**src/rtl/assert_macros.svh**
```systemverilog
// Assertion macros shared by the RTL files that carry checks.
// Depends on a clock named clock and a synchronous reset named reset in the including scope.
`ifndef ASSERT_MACROS_SVH
`define ASSERT_MACROS_SVH

// Condition that holds at every clock edge outside reset.
`define ASSERT_ALWAYS(label, cond, msg) \
   label: assert property (@(posedge clock) disable iff (reset) (cond)) \
      else $error(msg);

// Same-cycle implication outside reset.
`define ASSERT_IMPLY(label, ante, cons, msg) \
   label: assert property (@(posedge clock) disable iff (reset) (ante) |-> (cons)) \
      else $error(msg);

`endif

```
**src/rtl/casm_pkg.sv**
```systemverilog
// Types, codes and helpers for the clock/alarm setting menu.
// Used by casm_core, casm_obuf and clock_alarm_setting_menu_top; no dependencies.
package casm_pkg;

   localparam int HOUR_W  = 5;
   localparam int SIXTY_W = 6;
   localparam int LED_W   = 17;

   localparam logic [SIXTY_W-1:0] HOUR_MAX   = 6'd23;
   localparam logic [SIXTY_W-1:0] MINUTE_MAX = 6'd59;
   localparam logic [SIXTY_W-1:0] STAT_LOW   = 6'd1;
   localparam logic [SIXTY_W-1:0] STAT_HIGH  = 6'd2;
   localparam logic [1:0]         STAT_OFF   = 2'd1;
   localparam logic [1:0]         STAT_ON    = 2'd2;

   typedef enum logic [1:0] {
      OP_TICK  = 2'd0,
      OP_LEFT  = 2'd1,
      OP_SAVE  = 2'd2,
      OP_RIGHT = 2'd3
   } op_type;

   typedef enum logic [1:0] {
      MODE_IDLE  = 2'd0,
      MODE_TIME  = 2'd1,
      MODE_ALARM = 2'd2
   } mode_type;

   typedef enum logic [1:0] {
      ROW_NONE   = 2'd0,
      ROW_HOUR   = 2'd1,
      ROW_MINUTE = 2'd2,
      ROW_LAST   = 2'd3
   } row_type;

   typedef struct packed {
      logic                 alarm_enabled;
      logic [SIXTY_W-1:0]   alarm_minute;
      logic [HOUR_W-1:0]    alarm_hour;
      logic                 commit_alarm;
      logic [SIXTY_W-1:0]   set_second;
      logic [SIXTY_W-1:0]   set_minute;
      logic [HOUR_W-1:0]    set_hour;
      logic                 commit_time;
      logic [LED_W-1:0]     led_bits;
      logic [SIXTY_W-1:0]   edit_value;
      row_type              edit_row;
      mode_type             menu_mode;
   } rsp_type;

   typedef struct packed {
      logic out_valid;
      logic skid_valid;
   } buf_status_type;

   function automatic logic [LED_W-1:0] make_pattern(
      input logic [HOUR_W-1:0]  h,
      input logic [SIXTY_W-1:0] m,
      input logic [SIXTY_W-1:0] s
   );
      make_pattern = {h, m, s};
   endfunction

endpackage

```
**src/rtl/casm_core.sv**
```systemverilog
// Menu state and per-item result logic for the clock/alarm setting menu.
// Depends on casm_pkg.
module casm_core
   import casm_pkg::*;
(
   input  logic                clock,
   input  logic                reset,
   input  logic                accept,
   input  op_type              op,
   input  logic [HOUR_W-1:0]   cur_hour,
   input  logic [SIXTY_W-1:0]  cur_minute,
   input  logic [SIXTY_W-1:0]  cur_second,
   output rsp_type             result
);

   mode_type           mode_ff, mode_in;
   row_type            row_ff, row_in;
   logic [SIXTY_W-1:0] edit_ff, edit_in;
   logic [SIXTY_W-1:0] cap_min_ff, cap_min_in;
   logic [SIXTY_W-1:0] cap_sec_ff, cap_sec_in;
   logic [HOUR_W-1:0]  pend_hour_ff, pend_hour_in;
   logic [SIXTY_W-1:0] pend_min_ff, pend_min_in;
   logic [SIXTY_W-1:0] pend_sec_ff, pend_sec_in;
   logic [HOUR_W-1:0]  alarm_hr_ff, alarm_hr_in;
   logic [SIXTY_W-1:0] alarm_min_ff, alarm_min_in;
   logic [1:0]         alarm_stat_ff, alarm_stat_in;
   logic [LED_W-1:0]   pattern_ff, pattern_in;
   logic               commit_time, commit_alarm;
   logic               show;

   logic [SIXTY_W-1:0] lo, hi;
   logic [SIXTY_W:0]   up_sum;
   logic [SIXTY_W-1:0] down_val, adj_up, adj_down;
   logic               last_row;

   assign last_row = (row_ff == ROW_LAST);

   // Mode/row transitions
   always_comb begin
      mode_in = mode_ff;
      row_in  = row_ff;
      case (mode_ff)
         MODE_IDLE: begin
            case (op)
               OP_LEFT: begin
                  mode_in = MODE_TIME;
                  row_in  = ROW_HOUR;
               end
               OP_RIGHT: begin
                  mode_in = MODE_ALARM;
                  row_in  = ROW_HOUR;
               end
               default: ;
            endcase
         end
         default: begin
            if (op == OP_SAVE) begin
               if (last_row) begin
                  mode_in = MODE_IDLE;
                  row_in  = ROW_NONE;
               end else begin
                  row_in = row_type'(row_ff + 2'd1);
               end
            end
         end
      endcase
   end

   // Bounds of the edited row and one-step wrap
   always_comb begin
      lo = '0;
      hi = MINUTE_MAX;
      if (row_ff == ROW_HOUR) begin
         hi = HOUR_MAX;
      end else if (last_row && mode_ff == MODE_ALARM) begin
         lo = STAT_LOW;
         hi = STAT_HIGH;
      end
   end

   assign up_sum   = {1'b0, edit_ff} + 7'd1;
   assign adj_up   = (up_sum > {1'b0, hi}) ? lo : up_sum[SIXTY_W-1:0];
   assign down_val = edit_ff - 6'd1;
   assign adj_down = (edit_ff <= lo) ? hi : ((down_val > hi) ? lo : down_val);

   // Datapath
   always_comb begin
      edit_in       = edit_ff;
      cap_min_in    = cap_min_ff;
      cap_sec_in    = cap_sec_ff;
      pend_hour_in  = pend_hour_ff;
      pend_min_in   = pend_min_ff;
      pend_sec_in   = pend_sec_ff;
      alarm_hr_in   = alarm_hr_ff;
      alarm_min_in  = alarm_min_ff;
      alarm_stat_in = alarm_stat_ff;
      pattern_in    = pattern_ff;
      commit_time   = 1'b0;
      commit_alarm  = 1'b0;
      show          = 1'b0;
      case (mode_ff)
         MODE_IDLE: begin
            case (op)
               OP_TICK: pattern_in = make_pattern(cur_hour, cur_minute, cur_second);
               OP_LEFT: begin
                  edit_in    = {1'b0, cur_hour};
                  cap_min_in = cur_minute;
                  cap_sec_in = cur_second;
                  show       = 1'b1;
               end
               OP_RIGHT: begin
                  edit_in = {1'b0, alarm_hr_ff};
                  show    = 1'b1;
               end
               default: ;
            endcase
         end
         default: begin
            case (op)
               OP_LEFT: begin
                  edit_in = adj_down;
                  show    = 1'b1;
               end
               OP_RIGHT: begin
                  edit_in = adj_up;
                  show    = 1'b1;
               end
               OP_SAVE: begin
                  if (mode_ff == MODE_TIME) begin
                     case (row_ff)
                        ROW_HOUR:   pend_hour_in = edit_ff[HOUR_W-1:0];
                        ROW_MINUTE: pend_min_in  = edit_ff;
                        default:    pend_sec_in  = edit_ff;
                     endcase
                  end else begin
                     case (row_ff)
                        ROW_HOUR:   alarm_hr_in   = edit_ff[HOUR_W-1:0];
                        ROW_MINUTE: alarm_min_in  = edit_ff;
                        default:    alarm_stat_in = edit_ff[1:0];
                     endcase
                  end
                  if (last_row) begin
                     commit_time  = (mode_ff == MODE_TIME);
                     commit_alarm = (mode_ff != MODE_TIME);
                  end else begin
                     // load the next row's starting value
                     if (mode_ff == MODE_TIME) begin
                        edit_in = (row_in == ROW_MINUTE) ? cap_min_ff : cap_sec_ff;
                     end else begin
                        edit_in = (row_in == ROW_MINUTE) ? alarm_min_ff
                                                         : {4'b0, alarm_stat_ff};
                     end
                     show = 1'b1;
                  end
               end
               default: ;
            endcase
         end
      endcase
      if (show) begin
         case (row_in)
            ROW_HOUR:   pattern_in = make_pattern(edit_in[HOUR_W-1:0], '0, '0);
            ROW_MINUTE: pattern_in = make_pattern('0, edit_in, '0);
            ROW_LAST:   pattern_in = make_pattern('0, '0, edit_in);
            default:    ;
         endcase
      end
   end

   always_ff @(posedge clock) begin
      if (reset) begin
         mode_ff       <= MODE_IDLE;
         row_ff        <= ROW_NONE;
         edit_ff       <= '0;
         cap_min_ff    <= '0;
         cap_sec_ff    <= '0;
         pend_hour_ff  <= '0;
         pend_min_ff   <= '0;
         pend_sec_ff   <= '0;
         alarm_hr_ff   <= '0;
         alarm_min_ff  <= '0;
         alarm_stat_ff <= STAT_OFF;
         pattern_ff    <= '0;
      end else if (accept) begin
         mode_ff       <= mode_in;
         row_ff        <= row_in;
         edit_ff       <= edit_in;
         cap_min_ff    <= cap_min_in;
         cap_sec_ff    <= cap_sec_in;
         pend_hour_ff  <= pend_hour_in;
         pend_min_ff   <= pend_min_in;
         pend_sec_ff   <= pend_sec_in;
         alarm_hr_ff   <= alarm_hr_in;
         alarm_min_ff  <= alarm_min_in;
         alarm_stat_ff <= alarm_stat_in;
         pattern_ff    <= pattern_in;
      end
   end

   always_comb begin
      result.menu_mode     = mode_in;
      result.edit_row      = row_in;
      result.edit_value    = (mode_in == MODE_IDLE) ? '0 : edit_in;
      result.led_bits      = pattern_in;
      result.commit_time   = commit_time;
      result.set_hour      = pend_hour_in;
      result.set_minute    = pend_min_in;
      result.set_second    = pend_sec_in;
      result.commit_alarm  = commit_alarm;
      result.alarm_hour    = alarm_hr_in;
      result.alarm_minute  = alarm_min_in;
      result.alarm_enabled = (alarm_stat_in == STAT_ON);
   end

endmodule

```
**src/rtl/casm_obuf.sv**
```systemverilog
// Result register with a skid stage for the clock/alarm setting menu.
// Depends on casm_pkg.
module casm_obuf
   import casm_pkg::*;
(
   input  logic           clock,
   input  logic           reset,
   input  logic           push,
   input  rsp_type        push_data,
   output logic           push_ready,
   output logic           out_valid,
   input  logic           out_ready,
   output rsp_type        out_data,
   output buf_status_type status
);

   logic    out_valid_ff, out_valid_in;
   logic    skid_valid_ff, skid_valid_in;
   rsp_type out_ff, out_in;
   rsp_type skid_ff, skid_in;
   logic    pop;

   assign pop        = out_valid_ff & out_ready;
   assign push_ready = ~skid_valid_ff;

   always_comb begin
      out_valid_in  = out_valid_ff;
      skid_valid_in = skid_valid_ff;
      out_in        = out_ff;
      skid_in       = skid_ff;
      if (skid_valid_ff) begin
         if (pop) begin
            out_in        = skid_ff;
            skid_valid_in = 1'b0;
         end
      end else if (push) begin
         if (!out_valid_ff || pop) begin
            out_in       = push_data;
            out_valid_in = 1'b1;
         end else begin
            // result still waiting downstream: park the new item
            skid_in       = push_data;
            skid_valid_in = 1'b1;
         end
      end else if (pop) begin
         out_valid_in = 1'b0;
      end
   end

   always_ff @(posedge clock) begin
      if (reset) begin
         out_valid_ff  <= 1'b0;
         skid_valid_ff <= 1'b0;
      end else begin
         out_valid_ff  <= out_valid_in;
         skid_valid_ff <= skid_valid_in;
      end
   end

   always_ff @(posedge clock) begin
      out_ff  <= out_in;
      skid_ff <= skid_in;
   end

   assign out_valid         = out_valid_ff;
   assign out_data          = out_ff;
   assign status.out_valid  = out_valid_ff;
   assign status.skid_valid = skid_valid_ff;

endmodule

```
**src/rtl/clock_alarm_setting_menu_top.sv**
```systemverilog
// Three-button time/alarm setting menu for a binary clock, top level.
// Channel ports: req_* carries button/tick events, rsp_* one result per event.
// Each event (tick, left, save, right) comes with the current time; every
// accepted item yields exactly one result item, in order.
// Throughput: one item per cycle while req_tready is high; the menu state and
// the result are worked out in a single pass of compares and muxes, so the
// state registers are never a bottleneck.
// A result register plus one skid entry sit at the output; req_tready drops
// only while both hold results the receiver has not taken, so a stalled
// receiver holds the block after two items.
// Reset: synchronous, active high; clears both output stages, puts the menu
// in idle with the display dark and the alarm status at inactive.
// commit_time / commit_alarm pulse in the result of the save that closes the
// third row; set_* and alarm_* carry the values to write.
`include "assert_macros.svh"

module clock_alarm_setting_menu_top
   import casm_pkg::*;
(
   input  logic        clock,
   input  logic        reset,
   input  logic        req_tvalid,
   output logic        req_tready,
   input  logic [23:0] req_tdata,   // cur_hour[4:0], cur_minute[10:5], cur_second[16:11]
   input  logic [1:0]  req_tuser,   // operation[1:0]
   output logic        rsp_tvalid,
   input  logic        rsp_tready,
   // menu_mode[1:0], edit_row[3:2], edit_value[9:4], led_bits[26:10],
   // commit_time[27], set_hour[32:28], set_minute[38:33], set_second[44:39],
   // commit_alarm[45], alarm_hour[50:46], alarm_minute[56:51], alarm_enabled[57]
   output logic [63:0] rsp_tdata
);

   logic           accept;
   rsp_type        result;
   rsp_type        rsp_item;
   buf_status_type buf_status;

   assign accept = req_tvalid & req_tready;

   casm_core u_core (
      .clock      (clock),
      .reset      (reset),
      .accept     (accept),
      .op         (op_type'(req_tuser)),
      .cur_hour   (req_tdata[4:0]),
      .cur_minute (req_tdata[10:5]),
      .cur_second (req_tdata[16:11]),
      .result     (result)
   );

   casm_obuf u_obuf (
      .clock      (clock),
      .reset      (reset),
      .push       (accept),
      .push_data  (result),
      .push_ready (req_tready),
      .out_valid  (rsp_tvalid),
      .out_ready  (rsp_tready),
      .out_data   (rsp_item),
      .status     (buf_status)
   );

   assign rsp_tdata = {6'b0, rsp_item};

   `ASSERT_IMPLY(a_skid_behind_out, buf_status.skid_valid, buf_status.out_valid,
                 "skid entry held while result register empty")
   `ASSERT_IMPLY(a_one_commit, rsp_tvalid,
                 !(rsp_item.commit_time && rsp_item.commit_alarm),
                 "time and alarm commit in one item")
   `ASSERT_IMPLY(a_commit_to_idle, rsp_tvalid && (rsp_item.commit_time || rsp_item.commit_alarm),
                 rsp_item.menu_mode == MODE_IDLE,
                 "commit without return to idle")
   `ASSERT_IMPLY(a_idle_no_edit, rsp_tvalid && rsp_item.menu_mode == MODE_IDLE,
                 rsp_item.edit_row == ROW_NONE && rsp_item.edit_value == '0,
                 "idle result shows an edit row or value")

endmodule
```
**config.mk**
```make
export PLATFORM = sky130hd
export DESIGN_NAME = clock_alarm_setting_menu_top
export DESIGN_NICKNAME = d
export VERILOG_FILES = /design/src/rtl/casm_pkg.sv /design/src/rtl/casm_core.sv /design/src/rtl/casm_obuf.sv /design/src/rtl/clock_alarm_setting_menu_top.sv
export VERILOG_INCLUDE_DIRS = /design/src /design/src/rtl
export SDC_FILE = /design/constraint.sdc
export NUM_CORES = 1
export LEC_CHECK = 0
export ABC_AREA = 1
export BUFFER_PORTS_ARGS = -buffer_cell sky130_fd_sc_hd__buf_2
export CAP_MARGIN = 5
export CORE_MARGIN = 4
export CORE_UTILIZATION = 53
export CTS_CLUSTER_SIZE = 12
export DETAILED_ROUTE_END_ITERATION = 10
export GPL_TIMING_DRIVEN = 0
export PLACE_DENSITY = 0.76
export SLEW_MARGIN = 20
export SYNTH_ARGS = -nofsm -noshare
export SYNTH_HDL_FRONTEND = slang
export SYNTH_SLANG_ARGS = --single-unit
```
**constraint.sdc**
```tcl
create_clock -name clock -period 4.5 [get_ports clock]
set_input_delay 0.9 -clock clock [delete_from_list [all_inputs] [get_ports clock]]
set_output_delay 0.9 -clock clock [all_outputs]
set_load 0.1 [all_outputs]
```
==> out/results.ini, run 1 <==
[power]
switchingPower_mw = 1.650
leakagePower_nw = 4.846
power_frac_comb_pct = 24.2
power_mw = 4.690
ir_drop_mv = 0.2840
internal_power_mw = 3.040
clock_power_share_pct = 32.9
power.density_mw_per_mm2 = 451.6
swShare_pct = 35.17
power_frac_seq_pct = 42.9

[global_routing]
antenna_found_initial = 0
grt_pass1_wl_mm = 37.47
grt_pass1_vias = 7211
track_usage_pct = 24.24
grt_max_degree = 59
grt_overflow = 0

[layout]
drive_gt1_share_pct = 13.73
area_growth_pct = 15.12
num-nets-final = 1241
diodes = 0

[sta]
period_share_pct = 83.01
rsz0062_at_grt = no
max_freq_mhz = 267.7
tightest_slew_ns = 0.7490
period_minus_slack_ns = 3.736
layout_setup_ws_ns = 0.7644
maxSlewHeadroom_pct = 50.06
finalHoldViolCount = 0
clock_skew_ns = 0.008420
setup_viol = 0
finalMaxSlewViolations = 0

[clock_tree]
clk_pin_slew_ns = 0.07
insertion_delay_ns = 0.44
htree_levels = 4
cts_hold_buf = 0
cts_tree = done
clock_sinks = 187
postCtsSetupBuffers = 0
cts_root_buffer = clkbuf_16
numCtsBuffers = 17
clockBufferDepth = 2
cts_resized = 0

[worst_setup_path]
critPathMaxFanout = 11
cpMostUsedCell = nand2_1
worst-setup-path-type = flip-flop to flip-flop
cpMaxStageDelayCell = clkbuf_1
endpoint_kind = flip-flop
setup.worst_path.start_class = flip-flop
max_stage_delay_ns = 0.55
arrival_ns = 3.93
cp_cell_sequence = inv_1, clkbuf_1, ha_1, nand2_1, xor2_1, ha_1, nand2_1, nor2_1, nand2_1, nand3_1, nand2_1, nand2_1, nand2_1, nand2_1, nand2_1, inv_1, nand3_1, nand2_1, nand2_1, nand2_1, nand2_1, nand2_1, nand2_1
critical_path_buf_inv_count = 3
crit_required_ns = 4.69
path_delay_family = simple AND/OR/NAND/NOR gates

[floorplan]
rows = 47
core-area_mm2 = 0.01664
initial_utilization_pct = 54.21
dieHeight_um = 138.5
boundaryPins = 96
die-area_mm2 = 0.01918
die_w_um = 138.5

[routing]
wirelength_mm = 23.38
first_iter_violations = 911
dr.pass1.iters = 8
viasPerCell = 5.421
routedWlPerCell_um = 16.36
postRouteAntennaNets = 0
drcViolationCount = 0
via_count = 7746

[synthesis]
synth_area_mm2 = 0.009022
ys_seq_area_share_pct = 54.36
postSynth.asyncResetShare_pct = 0
synth_flop_cell = edfxtp_1
synth_top_area_share_pct = 38.61
syn_inst = 1089
post_synth_num_cell_types = 38
ys_ff_latch = 187
yosys_warnings = 0
syn_area_per_cell_um2 = 8.285
synth_area_leaders = edfxtp_1, dfxtp_1, nand2_1, inv_1, o21ai_0
synth_edf_count = 116
synth_top_cell_by_area = edfxtp_1

[hold_path]
hp-class = flip-flop to flip-flop

[placed_design]
hpwl_mm = 16.92
place.port_buffers = 81
place.gp.congestion = 0.9483
place_ws_ns = 0.8358

[status]
outcome = completed

[job]
cap_violations = 0

[path summary, 6_finish.rpt]
check	startpoint	endpoint	slack (ns)	cells past startpoint
setup / recovery	u_core.edit_ff[0]$_SDFFE_PP0P_	u_obuf.out_data[15]$_DFFE_PP_	0.76	23
setup reg to reg	u_core.edit_ff[0]$_SDFFE_PP0P_	u_obuf.out_data[15]$_DFFE_PP_	0.76	23
hold reg to reg	u_core.cap_min_ff[3]$_SDFFE_PP0P_	u_core.cap_min_ff[3]$_SDFFE_PP0P_	0.46	2
hold / removal	u_core.cap_min_ff[3]$_SDFFE_PP0P_	u_core.cap_min_ff[3]$_SDFFE_PP0P_	0.46	2
[stage by stage]
| stage | utilization (%) | setup TNS, ns | hold slack (ns) | instances | area [um2] |
|---|---|---|---|---|---|
| after floorplan | - | 0 | 0.4243 | 1094 | 9044 |
| after global placement | 58.43 | -0.7112 | 0.4418 | 1395 | 9724 |
| after detailed placement | 58.76 | 0 | 0.4487 | 1397 | 9779 |
| after CTS | 62.41 | 0 | 0.4593 | 1429 | 10390 |
| after global routing | 62.41 | 0 | 0.4836 | 1429 | 10390 |
| final | 62.41 | 0 | 0.4624 | 1429 | 10390 |
[cell usage after synthesis (3+ instances only)]
cell type,number
nand3_2,3
o21ai_1,5
a21oi_1,49
nor2_2,4
clkbuf_1,35
dfxtp_1,71
inv_1,120
o211ai_1,7
nand4_1,6
nand2_1,334
o21ai_0,88
clkinv_1,5
nor3_1,3
nand3_1,67
nand2_2,3
mux2_2,10
xor2_1,5
nor2_1,94
buf_2,9
a31oi_1,7
a221oi_1,3
ha_1,15
inv_2,5
edfxtp_1,116
buf_4,9
[power groups by stage]
stage	clock [mW]	sequential (mW)	combinational, mW
4_1_cts	1.55	2.01	1.13
5_1_grt	1.63	2.02	1.22
6_report	1.54	2.01	1.13
2_1_floorplan	0	2.45	0.476
3_5_place_dp	0	2.05	1.12
3_3_place_gp	0	2.05	1.09
[tightest hold or removal path, delay by kind of cell, from the launching register on]
family | cells | cell delay (ns)
AOI/OAI and AO/OA | 1 | 0.06
buffers and inverters | 1 | 0.06
DFF | 1 | 0.30
[state kept, by name (all words and copies together) (netlist names)]
signal and count:
u_obuf.out_data 58, u_core.pend_min_ff 6, u_core.alarm_hr_ff 5, u_core.row_ff 2, u_core.pend_sec_ff 6, u_core.pattern_ff 17, u_core.alarm_stat_ff 2, u_core.cap_sec_ff 6
u_core.pend_hour_ff 5, u_core.alarm_min_ff 6, u_core.cap_min_ff 6, u_obuf.skid_valid_ff 1, u_core.mode_ff 2, u_core.edit_ff 6, u_obuf.skid_ff 58, u_obuf.out_valid 1
[layout make-up]
type	instances	area [um2]
Fill cell	1439	6256
Sequential cell	187	4905
Multi-Input combinational cell	721	3393
Inverter	130	490.5
Timing Repair Buffer	83	452.9
Clock buffer	17	425.4
Tap cell	220	275.3
Buffer	56	262.8
Clock inverter	15	181.4
[placed cells by master (no fill, tap or decap), types with 2 or more instances in the layout]
cell	netlist	routed
o2111ai_1	2	2
edfxtp_1	116	116
clkbuf_1	35	35
nor2_1	94	93
nand3_2	3	3
inv_2	5	5
ha_1	15	15
xor2_1	5	5
nor2_4	1	2
mux2_2	10	10
clkinv_1	5	6
bufinv_16	0	2
o21ai_1	5	5
nor3_2	2	2
a21oi_1	49	49
buf_1	2	2
clkinv_4	0	3
dfxtp_1	71	71
inv_1	120	119
clkinvlp_4	0	2
o211ai_1	7	7
nand2_2	3	3
nor3_1	3	3
a221oi_1	3	3
a31oi_1	7	7
nand3_1	67	67
conb_1	1	6
buf_2	9	90
inv_8	0	3
buf_4	9	9
nand4_1	6	6
inv_6	0	3
clkbuf_16	0	17
nor2_2	4	4
o21ai_0	88	88
nand2_1	334	334
[cells by family after synthesis]
family                     after synthesis  share of synthesized area [%]
and+or+nand+nor                        520                          23.55
DFF                                    187                          54.36
buffers and inverters                  186                          8.321
AOI/OAI and AO/OA                      165                          9.916
adders and majority gates               15                          2.080
muxes                                   10                          1.248
xor gates and xnor gates                 5                         0.4853
other                                    1                        0.04156
[routing by layer]
layer | vias up | track usage [%] | part of all wire [%]
met4 | 0 | 8.268 | 2.1
met1 | 3590 | 34.21 | 43
met3 | 46 | 3.695 | 8.4
met2 | 361 | 38.54 | 47
li1 | 3749 | - | -
met5 | - | 0 | 0
Power figures use the tool's default switching activity.
==> run 2, diff against run 1 <==
Settings changed: ABC_AREA 1 to 0, CORE_UTILIZATION 53 to 59, PLACE_DENSITY 0.76 to 0.8.
Clock period 4.5 ns to 3.7 ns, I/O delays scaled along.
==> out/results.ini, run 2 <==
[placed_design]
dp_cells = 1105  ; was 1397
hpwl_mm = 16.63  ; was 16.92 mm
place.gp.congestion = 0.9759  ; was 0.9483
place.port_buffers = 80  ; was 81
placed_area_mm2 = 0.009726  ; was 0.009779 mm2

[routing]
postRouteAntennaNets = 0  ; unchanged
via_count = 7028  ; was 7746
dr.pass1.iters = 7  ; was 8
first_iter_violations = 800  ; was 911
drcViolationCount = 0  ; unchanged
wirelength_mm = 23.57  ; was 23.38 mm
routedWlPerCell_um = 20.73  ; was 16.36 um
viasPerCell = 6.181  ; was 5.421

[worst_setup_path]
r2r_setup_slack_ns = 0.14  ; was 0.76 ns
setup.worst_path.start_class = flip-flop  ; unchanged
arrival_ns = 3.75  ; was 3.93 ns
crit_required_ns = 3.90  ; was 4.69 ns
crit_path_end = u_obuf.out_data[19]$_DFFE_PP_  ; was u_obuf.out_data[15]$_DFFE_PP_
startpoint = u_core.edit_ff[4]$_SDFFE_PP0P_  ; was u_core.edit_ff[0]$_SDFFE_PP0P_
regToRegStartpoint = u_core.edit_ff[4]$_SDFFE_PP0P_  ; was u_core.edit_ff[0]$_SDFFE_PP0P_
endpoint_kind = flip-flop  ; unchanged
worst-setup-path-type = flip-flop to flip-flop  ; unchanged
rr_endpoint = u_obuf.out_data[19]$_DFFE_PP_  ; was u_obuf.out_data[15]$_DFFE_PP_
critPathMaxFanout = 6  ; was 11
rr_worst_depth = 14  ; was 23

[layout]
layout_commonest_cell = nor2_1  ; was nand2_1
num-nets-final = 985  ; was 1241
design_area_mm2 = 0.01042  ; was 0.01039 mm2
drive_gt1_share_pct = 25.50  ; was 13.73%
most-common-layout-cells = nor2_1, edfxtp_1, nand2_1  ; was nand2_1, inv_1, edfxtp_1
area_growth_pct = 15.99  ; was 15.12%
finalNonFillerCells = 1137  ; was 1429
diodes = 0  ; unchanged

[synthesis]
synth_flop_cell = edfxtp_1  ; unchanged
syn_inst = 833  ; was 1089
post_synth_num_cell_types = 72  ; was 38
synth_top_cell_by_area = edfxtp_1  ; unchanged
synth_edf_count = 116  ; unchanged
synth_top_area_share_pct = 38.77  ; was 38.61%
postSynth.asyncResetShare_pct = 0  ; unchanged
synth_area_leaders = edfxtp_1, dfxtp_1, mux2_2, nor2_1, mux2i_1  ; was edfxtp_1, dfxtp_1, nand2_1, inv_1, o21ai_0
ys_seq_area_share_pct = 54.59  ; was 54.36%
syn_area_per_cell_um2 = 10.79  ; was 8.285 um2
synth_most_common_cell = nor2_1  ; was nand2_1
ys_ff_latch = 187  ; unchanged
yosys_warnings = 0  ; unchanged
synthTopCellsByCount = nor2_1, edfxtp_1, nand2_1  ; was nand2_1, inv_1, edfxtp_1
synth_area_mm2 = 0.008985  ; was 0.009022 mm2

[clock_tree]
insertion_delay_ns = 0.44  ; about the same
clk_pin_slew_ns = 0.07  ; about the same
cts_hold_buf = 0  ; unchanged
cts_tree = done  ; unchanged
clockBufferDepth = 2  ; unchanged
numCtsBuffers = 17  ; unchanged
cts_root_buffer = clkbuf_16  ; unchanged
clock_sinks = 187  ; unchanged
htree_levels = 4  ; unchanged

[sta]
setup_viol = 0  ; unchanged
max_freq_mhz = 281.3  ; was 267.7 MHz
maxSlewHeadroom_pct = 43.92  ; was 50.06%
hold_ws_ns = 0.4573  ; was 0.4624 ns
finalHoldViolCount = 0  ; unchanged
clock_skew_ns = 0.008925  ; was 0.008420 ns
period_minus_slack_ns = 3.555  ; was 3.736 ns
period_share_pct = 96.09  ; was 83.01%
tightest_slew_ns = 0.8366  ; was 0.7490 ns
finalMaxSlewViolations = 0  ; unchanged

[hold_path]
hp-class = flip-flop to flip-flop  ; unchanged
min_from = u_core.cap_min_ff[0]$_SDFFE_PP0P_  ; was u_core.cap_min_ff[3]$_SDFFE_PP0P_

[power]
power.density_mw_per_mm2 = 540.2  ; was 451.6 mW/mm2
ir_drop_mv = 0.3348  ; was 0.2840 mV
leakagePower_nw = 4.121  ; was 4.846 nW
power_mw = 5.629  ; was 4.690 mW

[floorplan]
initial_utilization_pct = 61.13  ; was 54.21%
rows = 44  ; was 47
boundaryPins = 96  ; unchanged
core-area_mm2 = 0.01470  ; was 0.01664 mm2
die_w_um = 131.4  ; was 138.5 um
dieHeight_um = 131.4  ; was 138.5 um
die-area_mm2 = 0.01727  ; was 0.01918 mm2

[global_routing]
grt_overflow = 0  ; unchanged
grt_pass1_wl_mm = 36.87  ; was 37.47 mm
track_usage_pct = 27.12  ; was 24.24%
antenna_found_initial = 0  ; unchanged
grt_max_degree = 35  ; was 59
grt_pass1_vias = 6630  ; was 7211

[job]
cap_violations = 0  ; unchanged

[status]
outcome = completed  ; unchanged

-- run 2: per-layer routing --
metal  track usage, %  vias to the layer above  wire, um
met3            4.472                       72      1720
met1            38.27                     3406     10070
li1                 -                     3193         -
met5                0                        -         0
met2            42.06                      357     10970
met4            11.14                        0       814
-- run 2: cell type report --
class	count	area, um2
Timing Repair Buffer	84	483.0
Clock buffer	25	538.0
Sequential cell	187	4910
Buffer	59	297.8
Fill cell	1047	4278
Clock inverter	7	51.30
Tap cell	184	230.2
Multi-Input combinational cell	573	3841
Inverter	18	70.07
-- run 2: logic make-up (layout without fill, tap and decap cells) --
| kind of cell | Yosys count | in the layout | share of synthesized area (%) |
|---|---|---|---|
| simple gates | 286 | 286 | 14.20 |
| other cells | 1 | 6 | 0.04174 |
| compound gates | 158 | 158 | 12.05 |
| buf+inv | 78 | 193 | 3.927 |
| mux | 101 | 101 | 12.42 |
| fa+ha+maj | 15 | 15 | 2.089 |
| xor+xnor | 7 | 7 | 0.6824 |
| flops | 187 | 187 | 54.59 |
-- run 2: where the power goes --
group | switching, mW | internal (mW) | leakage, nW | total (mW)
sequential | 0.0541 | 2.37 | 1.69 | 2.42
clock | 0.777 | 1.01 | 0.276 | 1.79
combinational | 1.06 | 0.352 | 2.15 | 1.41
total | 1.89 | 3.74 | 4.12 | 5.63
-- run 2: metrics by stage --
| step | setup TNS, ns | setup WS (ns) | utilization [%] |
|---|---|---|---|
| floorplan | 0 | 0.4176 | - |
| global placement | -86.22 | -0.7027 | 65.62 |
| CTS | 0 | 0.001847 | 70.40 |
| finish | 0 | 0.1446 | 70.90 |
| global route | -0.002334 | -0.002334 | 70.90 |
| detailed placement | -9.881 | -0.3766 | 66.16 |
-- run 2: what timing repair did --
item / 4_1_cts / 5_1_grt
pin swaps: 0 / 2
setup buffers: 0 / 1
gates resized for setup: 11 / 22
endpoints found under the setup margin: 61 / 41
-- run 2: worst min-delay path by stage --
| stage | endpoint | slack (ns) | cells past startpoint |
|---|---|---|---|
| floorplan | u_core.cap_sec_ff[0]$_SDFFE_PP0P_ | 0.43 | 2 |
| global placement | u_core.cap_min_ff[3]$_SDFFE_PP0P_ | 0.44 | 2 |
| detailed placement | u_core.cap_min_ff[0]$_SDFFE_PP0P_ | 0.45 | 2 |
| CTS | u_core.cap_min_ff[0]$_SDFFE_PP0P_ | 0.46 | 2 |
| global route | u_core.cap_min_ff[3]$_SDFFE_PP0P_ | 0.48 | 2 |
| finish | u_core.cap_min_ff[0]$_SDFFE_PP0P_ | 0.46 | 2 |
-- run 2: worst max-delay path, cell delays in order (launching register included) --
cell	delay, ns
dfxtp_1	0.30
clkbuf_1	0.18
or4_4	0.45
nor3_1	0.22
nand2b_1	0.18
ha_1	0.25
nand2_1	0.16
nor3_1	0.10
o2bb2ai_4	0.18
a31oi_2	0.23
nor2_1	0.11
nor4_4	0.27
buf_4	0.20
o22ai_1	0.15
mux2_2	0.32
==> run 3, diff against run 2 <==
Settings changed: ABC_AREA 0 to 1, CORE_UTILIZATION 59 to 25, PLACE_DENSITY 0.8 to default.
==> out/results.ini, run 3 (synthesis gave the netlist of run 1 again) <==
[worst_setup_path]
r2r_setup_slack_ns = 0.37  ; was 0.14 ns
regToRegStartpoint = u_core.edit_ff[0]$_SDFFE_PP0P_  ; was u_core.edit_ff[4]$_SDFFE_PP0P_
critPathMaxFanout = 7  ; was 6
max_stage_delay_ns = 0.58  ; was 0.45 ns
crit_path_end = u_obuf.out_data[13]$_DFFE_PP_  ; was u_obuf.out_data[19]$_DFFE_PP_
cpMostUsedCell = nand2_1  ; was nor3_1
critical_path_buf_inv_count = 2  ; unchanged
worst-setup-path-type = flip-flop to flip-flop  ; unchanged
crit_required_ns = 3.97  ; was 3.90 ns
setup.worst_path.start_class = flip-flop  ; unchanged
rr_worst_depth = 20  ; was 14
arrival_ns = 3.60  ; was 3.75 ns
startpoint = u_core.edit_ff[0]$_SDFFE_PP0P_  ; was u_core.edit_ff[4]$_SDFFE_PP0P_
path_depth = 20  ; was 14
path_delay_family = simple AND/OR/NAND/NOR gates  ; unchanged
rr_endpoint = u_obuf.out_data[13]$_DFFE_PP_  ; was u_obuf.out_data[19]$_DFFE_PP_
cp_cell_sequence = clkinvlp_4, ha_1, nand2_1, xor2_1, ha_1, nand2_1, nor2_1, nand2_1, nand3_1, nand2_1, nand2_1, nand2_1, nand2_1, nand2_1, inv_1, nand3_1, nand2_1, nand2_1, nand2_1, a31oi_1  ; was clkbuf_1, or4_4, nor3_1, nand2b_1, ha_1, nand2_1, nor3_1, o2bb2ai_4, a31oi_2, nor2_1, nor4_4, buf_4, o22ai_1, mux2_2
endpoint_kind = flip-flop  ; unchanged
cpMaxStageDelayCell = dfxtp_1  ; was or4_4

[layout]
fin_util_pct = 30.15  ; was 70.90%
area_growth_pct = 18.85  ; was 15.99%
nFillCells = 3809  ; was 1047
drive_gt1_share_pct = 14.40  ; was 25.50%
most-common-layout-cells = nand2_1, inv_1, edfxtp_1  ; was nor2_1, edfxtp_1, nand2_1
num-nets-final = 1247  ; was 985
layout_commonest_cell = nand2_1  ; was nor2_1

[floorplan]
die_w_um = 198.0  ; was 131.4 um
die-area_mm2 = 0.03919  ; was 0.01727 mm2
dieHeight_um = 198.0  ; was 131.4 um
rows = 69  ; was 44
boundaryPins = 96  ; unchanged
initial_utilization_pct = 25.37  ; was 61.13%
core-area_mm2 = 0.03557  ; was 0.01470 mm2

[routing]
routedWlPerCell_um = 15.38  ; was 20.73 um
viasPerCell = 4.501  ; was 6.181
wirelength_mm = 25.88  ; was 23.57 mm
via_count = 7571  ; was 7028
dr.pass1.iters = 6  ; was 7
postRouteAntennaNets = 0  ; unchanged
drcViolationCount = 0  ; unchanged
first_iter_violations = 644  ; was 800

[hold_path]
hp-class = flip-flop to flip-flop  ; unchanged

[power]
switchingPower_mw = 2.031  ; was 1.893 mW
power_frac_seq_pct = 43.5  ; was 43.0%
ir_drop_mv = 0.3249  ; was 0.3348 mV
swShare_pct = 36.09  ; was 33.64%
leakagePower_nw = 4.858  ; was 4.121 nW
internal_power_mw = 3.596  ; was 3.736 mW
power_mw = 5.626  ; was 5.629 mW
power.density_mw_per_mm2 = 524.7  ; was 540.2 mW/mm2
power_frac_comb_pct = 24.8  ; was 25.1%
clock_power_share_pct = 31.7  ; was 31.8%

[job]
cap_violations = 0  ; unchanged

[sta]
max_freq_mhz = 300.5  ; was 281.3 MHz
layout_setup_ws_ns = 0.3727  ; was 0.1446 ns
tightest_slew_ns = 0.7589  ; was 0.8366 ns
rsz0062_at_grt = no
clock_skew_ns = 0.007432  ; was 0.008925 ns
setup_viol = 0  ; unchanged
period_share_pct = 89.93  ; was 96.09%
maxSlewHeadroom_pct = 49.41  ; was 43.92%
period_minus_slack_ns = 3.327  ; was 3.555 ns
finalHoldViolCount = 0  ; unchanged
finalMaxSlewViolations = 0  ; unchanged

[clock_tree]
insertion_delay_ns = 0.44  ; about the same
clock_sinks = 187  ; unchanged
htree_levels = 4  ; unchanged
clockBufferDepth = 2  ; unchanged
cts_root_buffer = clkbuf_16  ; unchanged
numCtsBuffers = 17  ; unchanged
cts_hold_buf = 0  ; unchanged
clk_pin_slew_ns = 0.07  ; about the same
cts_tree = done  ; unchanged

[placed_design]
hpwl_mm = 19.46  ; was 16.63 mm
place.port_buffers = 81  ; was 80
place_ws_ns = -0.04516  ; was -0.3766 ns
place.gp.congestion = 0.9193  ; was 0.9759

[global_routing]
grt_overflow = 0  ; unchanged
track_usage_pct = 13.19  ; was 27.12%
grt_pass1_vias = 7191  ; was 6630
antenna_found_initial = 8  ; was 0
grt_max_degree = 59  ; was 35
grt_pass1_wl_mm = 40.17  ; was 36.87 mm

[status]
outcome = completed  ; unchanged

[run 3: final cells by class]
cell class              count  area, um2  area share [%]
repair buffers             90      505.5           4.714
plain buffers              55      259.0           2.415
inverters                 130      498.0           4.644
flip-flops and latches    187       4905           45.74
multi-input cells         721       3393           31.65
clock buffers              19      442.9           4.131
diodes                      6      15.01          0.1400
clock inverters            13      127.6           1.190
well taps                 461      576.8           5.379
[run 3: routing by layer]
metal  vias up  part of all wire [%]  track usage [%]
li1       3775                     -                -
met1      3532                    44            16.75
met2       220                    47            21.75
met3        40                   6.9            3.590
met4         4                   2.0            4.489
met5         -                 0.085                0
[run 3: power groups by stage]
stage | registers (mW) | logic [mW] | clock network [mW]
global placement | 2.50 | 1.35 | 0
CTS | 2.45 | 1.39 | 1.82
floorplan | 2.98 | 0.579 | 0
finish | 2.45 | 1.39 | 1.78
detailed placement | 2.49 | 1.38 | 0
global route | 2.46 | 1.51 | 1.91
[run 3: worst min-delay path, stage by stage (launching register included)]
cell,delay (ns)
dfxtp_1,0.30
inv_1,0.06
a21oi_1,0.06
[run 3: how the worst min path moves through the flow]
stage                     depth (start not counted)                                 to                               from  slack (ns)
final                                             2  u_core.cap_min_ff[3]$_SDFFE_PP0P_  u_core.cap_min_ff[3]$_SDFFE_PP0P_        0.46
after global routing                              2  u_core.cap_min_ff[3]$_SDFFE_PP0P_  u_core.cap_min_ff[3]$_SDFFE_PP0P_        0.48
after detailed placement                          2  u_core.cap_min_ff[3]$_SDFFE_PP0P_  u_core.cap_min_ff[3]$_SDFFE_PP0P_        0.45
after CTS                                         2  u_core.cap_min_ff[3]$_SDFFE_PP0P_  u_core.cap_min_ff[3]$_SDFFE_PP0P_        0.46
after global placement                            2  u_core.cap_min_ff[3]$_SDFFE_PP0P_  u_core.cap_min_ff[3]$_SDFFE_PP0P_        0.45
after floorplan                                   2  u_core.cap_sec_ff[3]$_SDFFE_PP0P_  u_core.cap_sec_ff[3]$_SDFFE_PP0P_        0.42
[run 3: through the flow]
stage,TNS [ns],cells,hold WS [ns],instance area [um2]
finish,0,1682,0.4603,10720
floorplan,0,1094,0.4243,9044
detailed placement,-0.04516,1638,0.4496,10080
CTS,0,1669,0.4585,10650
global route,0,1677,0.4821,10710
global placement,-89.54,1636,0.4460,10030
[run 3: timing repair]
action / CTS / global route
setup buffers: 0 / 7
endpoints found under the setup margin: 3 / 13
cloned: 0 / 0
resized for setup: 0 / 2
